`src/sv/assert_macros.svh`:
```
// Assertion macros shared by the RTL files of the unsharp-mask core.
// Included by bare file name; the bodies are empty when SYNTHESIS is set.
`ifndef ASSERT_MACROS_SVH
`define ASSERT_MACROS_SVH
`ifndef SYNTHESIS
`define BBUM_ASSERT_IMPL(lbl, clk, rst, ante, cons, msg) \
  lbl: assert property (@(posedge clk) disable iff (rst) (ante) |-> (cons)) else $error(msg);
`define BBUM_ASSERT_NEXT(lbl, clk, rst, ante, cons, msg) \
  lbl: assert property (@(posedge clk) disable iff (rst) (ante) |=> (cons)) else $error(msg);
`else
`define BBUM_ASSERT_IMPL(lbl, clk, rst, ante, cons, msg)
`define BBUM_ASSERT_NEXT(lbl, clk, rst, ante, cons, msg)
`endif
`endif

```
`src/sv/bbum_pkg.sv`:
```
// Shared types and constants of the box blur unsharp-mask core.
// No dependencies; used by every module of the block but bbum_ram.
`timescale 1ns / 1ps
package bbum_pkg;

  localparam int MAX_WIDTH  = 512;
  localparam int MAX_HEIGHT = 512;
  localparam int MAX_WINDOW = 127;

  localparam int CFG_W   = 10;
  localparam int COL_W   = $clog2(MAX_WIDTH);
  localparam int ROW_W   = $clog2(MAX_HEIGHT);
  localparam int N_W     = $clog2(MAX_WIDTH * MAX_HEIGHT) + 1;
  localparam int WIN_W   = 7;
  localparam int HALF_W  = 6;
  localparam int GAIN_W  = 4;
  localparam int SUM_W   = 15;
  // source delay line: power of two above the largest lag
  localparam int SRC_AW  = 15;
  // horizontal-mean line store: 128 rows of MAX_WIDTH
  localparam int HROW_W  = 7;
  localparam int HM_AW   = HROW_W + COL_W;

  typedef enum logic [1:0] {
    REG_FRAME_WIDTH  = 2'd0,
    REG_FRAME_HEIGHT = 2'd1,
    REG_WINDOW_SIZE  = 2'd2,
    REG_GAIN         = 2'd3
  } reg_index_t;

  localparam logic KIND_PIXEL = 1'b0;
  localparam logic KIND_DRAIN = 1'b1;

  typedef struct packed {
    logic       kind;
    logic [7:0] pixel;
  } in_word_t;

  typedef struct packed {
    logic [7:0] sharpened_pixel;
    logic       last_of_frame;
  } out_word_t;

  typedef struct packed {
    logic [CFG_W-1:0]  width;
    logic [CFG_W-1:0]  height;
    logic [WIN_W-1:0]  size;
    logic [HALF_W-1:0] half;
    logic [GAIN_W-1:0] gain;
  } cfg_t;

  typedef struct packed {
    logic              do_store;
    logic [7:0]        pixel;
    logic [SRC_AW-1:0] src_addr;
    logic              do_h;
    logic [HROW_W-1:0] h_row;
    logic [SRC_AW-1:0] row_base;
    logic [COL_W-1:0]  c_first;
    logic [COL_W-1:0]  c_last;
    logic              do_out;
    logic [ROW_W-1:0]  oy;
    logic [COL_W-1:0]  ox;
    logic [SRC_AW-1:0] o_addr;
    logic              last;
  } cmd_t;

  typedef enum logic [3:0] {
    B_IDLE,
    B_HREAD,
    B_HACC,
    B_HDIV,
    B_VREAD,
    B_VACC,
    B_VDIV,
    B_PREAD,
    B_PWAIT,
    B_OUT
  } back_state_t;

endpackage

```
`src/sv/bbum_front.sv`:
```
// Front end: accepts input words, tracks frame position, issues work commands.
// Holds a two-entry command queue. Depends on bbum_pkg.
`timescale 1ns / 1ps
module bbum_front (
  input  logic              clk,
  input  logic              rst,
  input  bbum_pkg::cfg_t    cfg,
  input  logic              restart,
  input  logic              in_valid,
  output logic              in_ready,
  input  bbum_pkg::in_word_t in_data,
  output logic              cmd_valid,
  input  logic              cmd_ready,
  output bbum_pkg::cmd_t    cmd
);

  localparam int N_W    = bbum_pkg::N_W;
  localparam int COL_W  = bbum_pkg::COL_W;
  localparam int ROW_W  = bbum_pkg::ROW_W;
  localparam int SRC_AW = bbum_pkg::SRC_AW;
  localparam int CFG_W  = bbum_pkg::CFG_W;

  logic [N_W-1:0]    total;
  logic [N_W-1:0]    lag;
  logic [N_W-1:0]    n;
  logic [ROW_W-1:0]  r;
  logic [COL_W-1:0]  j;
  logic [SRC_AW-1:0] rowbase;
  logic [ROW_W-1:0]  oy;
  logic [COL_W-1:0]  ox;

  bbum_pkg::cmd_t q [2];
  logic       wp, rp;
  logic [1:0] count;

  logic             take, filling, act, emit, last, j_end, j_ge, push, pop;
  logic [CFG_W-1:0] wm1, hm1;
  logic [N_W-1:0]   o_full;
  bbum_pkg::cmd_t   nc;

  always_comb begin
    total   = N_W'(cfg.width * cfg.height);
    lag     = N_W'(cfg.half * cfg.width) + N_W'(cfg.half);
    wm1     = cfg.width - 1'b1;
    hm1     = cfg.height - 1'b1;
    take    = in_valid && in_ready;
    filling = n < total;
    act     = !(filling && in_data.kind == bbum_pkg::KIND_DRAIN);
    emit    = n >= lag;
    last    = emit && ({1'b0, oy} == hm1) && ({1'b0, ox} == wm1);
    j_end   = {1'b0, j} == wm1;
    j_ge    = j >= COL_W'(cfg.half);
    o_full  = n - lag;

    nc.do_store = filling;
    nc.pixel    = in_data.pixel;
    nc.src_addr = n[SRC_AW-1:0];
    nc.do_h     = filling && (j_end || j_ge);
    nc.h_row    = r[bbum_pkg::HROW_W-1:0];
    nc.row_base = rowbase;
    nc.c_first  = j_ge ? j - COL_W'(cfg.half) : '0;
    nc.c_last   = j_end ? j : j - COL_W'(cfg.half);
    nc.do_out   = emit;
    nc.oy       = oy;
    nc.ox       = ox;
    nc.o_addr   = o_full[SRC_AW-1:0];
    nc.last     = last;

    push = take && act && (filling || emit);
    pop  = cmd_valid && cmd_ready;
  end

  assign in_ready  = count != 2'd2;
  assign cmd_valid = count != 2'd0;
  assign cmd       = q[rp];

  always_ff @(posedge clk) begin
    if (push) begin
      q[wp] <= nc;
    end
  end

  always_ff @(posedge clk) begin
    if (rst || restart) begin
      wp      <= 1'b0;
      rp      <= 1'b0;
      count   <= '0;
      n       <= '0;
      r       <= '0;
      j       <= '0;
      rowbase <= '0;
      oy      <= '0;
      ox      <= '0;
    end else begin
      if (push) begin
        wp <= ~wp;
      end
      if (pop) begin
        rp <= ~rp;
      end
      count <= count + {1'b0, push} - {1'b0, pop};
      if (take && act) begin
        if (last) begin
          n       <= '0;
          r       <= '0;
          j       <= '0;
          rowbase <= '0;
          oy      <= '0;
          ox      <= '0;
        end else begin
          n <= n + 1'b1;
          if (filling) begin
            if (j_end) begin
              j       <= '0;
              r       <= r + 1'b1;
              rowbase <= rowbase + SRC_AW'(cfg.width);
            end else begin
              j <= j + 1'b1;
            end
          end
          if (emit) begin
            if ({1'b0, ox} == wm1) begin
              ox <= '0;
              oy <= oy + 1'b1;
            end else begin
              ox <= ox + 1'b1;
            end
          end
        end
      end
    end
  end

endmodule

```
`config.mk`:
```
export PLATFORM = sky130hd
export DESIGN_NAME = bbum_front
export DESIGN_NICKNAME = d
export VERILOG_FILES = /design/src/sv/assert_macros.svh /design/src/sv/bbum_pkg.sv /design/src/sv/bbum_front.sv
export SDC_FILE = /design/constraint.sdc
export NUM_CORES = 1
export LEC_CHECK = 0
export ABC_AREA = 1
export BUFFER_PORTS_ARGS = -buffer_cell sky130_fd_sc_hd__buf_4
export CORE_AREA = 3 3 214 216
export DETAILED_ROUTE_END_ITERATION = 6
export DIE_AREA = 0 0 217 219
export PLACE_DENSITY = 0.68
export SKIP_LAST_GASP = 1
export SYNTH_ARGS = -nofsm -noshare
export SYNTH_HDL_FRONTEND = slang
export SYNTH_SLANG_ARGS = --single-unit
```
`constraint.sdc`:
```
create_clock -name clk -period 13.8 [get_ports clk]
set_input_delay 2.76 -clock clk [delete_from_list [all_inputs] [get_ports clk]]
set_output_delay 2.76 -clock clk [all_outputs]
set_load 0.01 [all_outputs]
```
==> flow_metrics.tcl <==
set metrics [dict create \
    status "finished clean" \
    p_comb_share_pct 41.3 \
    portBuffers 141 \
    setup.worst_path.class "input port to register" \
    dr_total_vias 15200 \
    synth_warnings 0 \
    finalHoldViolCount 0 \
    placed_area_sq_um 21300 \
    hp-class "register to register" \
    route.detailed.drc 0 \
    syn_inst 2187 \
    numCtsBuffers 28 \
    ys_types 51 \
    place.gp.congestion 0.886 \
    ys.flop_type "edfxtp_1" \
    critPathMostFrequentCell "nand2_1" \
    ys_ff_latch 273 \
    diodes 0 \
    htree_num_levels 1 \
    synth_xor_area_share_pct 3.54 \
    critPathMaxFanout 55 \
    nets 2606 \
    die-width_microns 217 \
    coreArea_sq_um 44100 \
    drt_iter0_markers 942 \
    detail-route-antenna-nets 0 \
    worst_slack_ns 3.41 \
    clock_latency_ns 0.58 \
    max-vdd-ir-drop_v 0.0000861 \
    synth_area_leaders "edfxtp_1 (31%), fa_1 (10%), ha_1 (9.7%), nand2_1 (9.2%), dfxtp_1 (7.4%)" \
    synthAdderAreaFrac_pct 19.9 \
    p_total_mw 2.96 \
    hpwl_microns 34800 \
    clk_pin_slew_ns 0.06 \
    yosysTopAreaCellShare_pct 30.5 \
    skew_ns 0.0220 \
    end_kind "register" \
    grt_pass1_vias 15100 \
    first_pass_iters 5 \
    powerDensity_nw_per_um2 133 \
    power_frac_seq_pct 32.1 \
    pin_count 153 \
    fin_setup_tns_ns 0 \
    grt_pass1_wl_microns 75800 \
    cp_slowest_stage_delay_ns 0.61 \
    max_freq_mhz 96.2 \
    syn_avg_cell_area_sq_um 9.00 \
    final_util_pct 50.4 \
    cts_tree "done" \
    start_util_pct 44.6 \
    power.internal_mw 1.89 \
    leakage_nw 10.4 \
    root_buffer "clkbuf_16" \
    p_clk_share_pct 26.6 \
    yosys.area_share.simple_pct 18.6 \
    die_h_microns 219 \
    dpl.cell_count 2864 \
    finalSetupViolations 0 \
    synth-edff-count 200 \
    cts_resized 0 \
    worstPathRequired_ns 13.99 \
    antenna_found_initial 3 \
    area_growth_pct 12.9 \
    clock_path_buffers 3 \
    postCtsSetupBuffers 0 \
    grt_remaining_overflow 0 \
    critPathSlowestCell "buf_4" \
    clock-sinks 273 \
    yosysTopAreaCell "edfxtp_1" \
    holdBufCountCts 0 \
    timing.final.crit_share_pct 75.3 \
    synth-compound-area-share_pct 5.92 \
    cp-start-kind "input port" \
    synthMuxAreaShare_pct 5.72 \
    synth.cell_area_sq_um 19700 \
    final_cells 2915 \
    grt_usage_pct 19.7 \
    layout-drive-gt1-share_pct 15.1 \
    grt_max_degree 72 \
    rsz0062_at_grt "no" \
    wl_per_cell_microns 16.3 \
    arrival_ns 10.58 \
    worstMarginPinSlew_ns 1.07 \
    drv_cap 0 \
    p_sw_share_pct 36.1 \
    hold_ws_ns 0.452 \
    dp_slack_ns 2.84 \
    ys_seq_area_share_pct 37.9 \
    fin_area_sq_um 22200 \
    fp-row-count 77 \
    die_area_sq_um 47500 \
    slew_viol_final 0 \
    slew_headroom_pct 28.3 \
    synth_top_family_by_area "adder cells" \
    synth_async_sr_flop_share_pct 0 \
    power_switching_mw 1.07 \
    min_period_ns 10.39 \
    totalWireLength_microns 47400 \
    routed_via_density 5.22 \
    syn_nets 2491 \
]
cell families after synthesis:
family                     Yosys count
muxes                              100
adders and majority gates          253
DFF                                273
and+or+nand+nor                    845
AOI/OAI and AO/OA                  211
buffers and inverters              427
xor gates and xnor gates            78
worst paths after layout:
path,cells past startpoint,slack [ns],start,endpoint
min,1,0.45,rp,register
max,32,3.41,cfg[32],q[1][87]
min reg2reg,1,0.45,rp,register
max reg2reg,12,10.03,n[15],q[1][87]
cells in the mapped netlist, types with 9 or more instances:
| cell | n |
|---|---|
| nor2_2 | 10 |
| nand2_1 | 485 |
| inv_2 | 11 |
| xor2_1 | 51 |
| xnor2_1 | 26 |
| o21ai_0 | 50 |
| fa_1 | 100 |
| mux2_2 | 100 |
| ha_1 | 153 |
| nand4_1 | 18 |
| buf_2 | 12 |
| o21bai_1 | 9 |
| inv_1 | 354 |
| edfxtp_1 | 200 |
| nor3_1 | 25 |
| a21oi_1 | 111 |
| nand2_2 | 10 |
| clkbuf_1 | 35 |
| o21ai_1 | 10 |
| dfxtp_1 | 73 |
| nand3_1 | 117 |
| nor2_1 | 144 |
registers in the layout, summed over array words and instances, names as in the netlist, named ones only:
signal	flops
q	200
n	19
rowbase	15
j	9
ox	9
oy	9
r	7
count	2
rp	1
wp	1
final cells by class:
class                   instances  area [sq um]
fillers                      4126         21900
multi-input cells            1487         10600
flip-flops and latches        273          7470
inverters                     365          1370
repair buffers                147          1100
well taps                     592           741
clock buffers                  32           726
clock inverters                19           238
power groups by stage:
stage	Sequential [mW]	Combinational, mW	Clock [mW]
floorplan	0.968	0.936	0
global placement	0.968	1.20	0
detailed placement	0.970	1.22	0
CTS	0.952	1.24	0.808
global route	0.954	1.41	0.836
finish	0.952	1.22	0.789
per-layer routing:
| metal | global-route usage [%] | vias up | share of wire [%] |
|---|---|---|---|
| li1 | - | 7346 | - |
| met5 | 0 | - | 0.11 |
| met1 | 25.4 | 7384 | 43 |
| met2 | 34.2 | 408 | 48 |
| met3 | 2.95 | 83 | 6.1 |
| met4 | 6.07 | 6 | 2.7 |
cell usage in the layout, fill, tap and decap left out, types with 25 or more instances in the layout:
| cell type | instances |
|---|---|
| xnor2_1 | 26 |
| clkbuf_16 | 28 |
| nor3_1 | 25 |
| dfxtp_1 | 72 |
| buf_4 | 147 |
| o21ai_0 | 49 |
| edfxtp_1 | 200 |
| fa_1 | 100 |
| nor2_1 | 141 |
| xor2_1 | 51 |
| nand2_1 | 485 |
| a21oi_1 | 111 |
| nand3_1 | 117 |
| mux2_2 | 100 |
| ha_1 | 153 |
| inv_1 | 354 |
critical path: cells and delay by family:
family,cells,cell delay [ns]
AND/OR/NAND/NOR,12,1.38
adder cells (fa/ha/maj),7,3.20
XOR/XNOR,1,0.06
buffers and inverters,8,1.66
AO/OA/AOI/OAI,4,1.38
No activity file was read; power rests on OpenSTA's default activity.
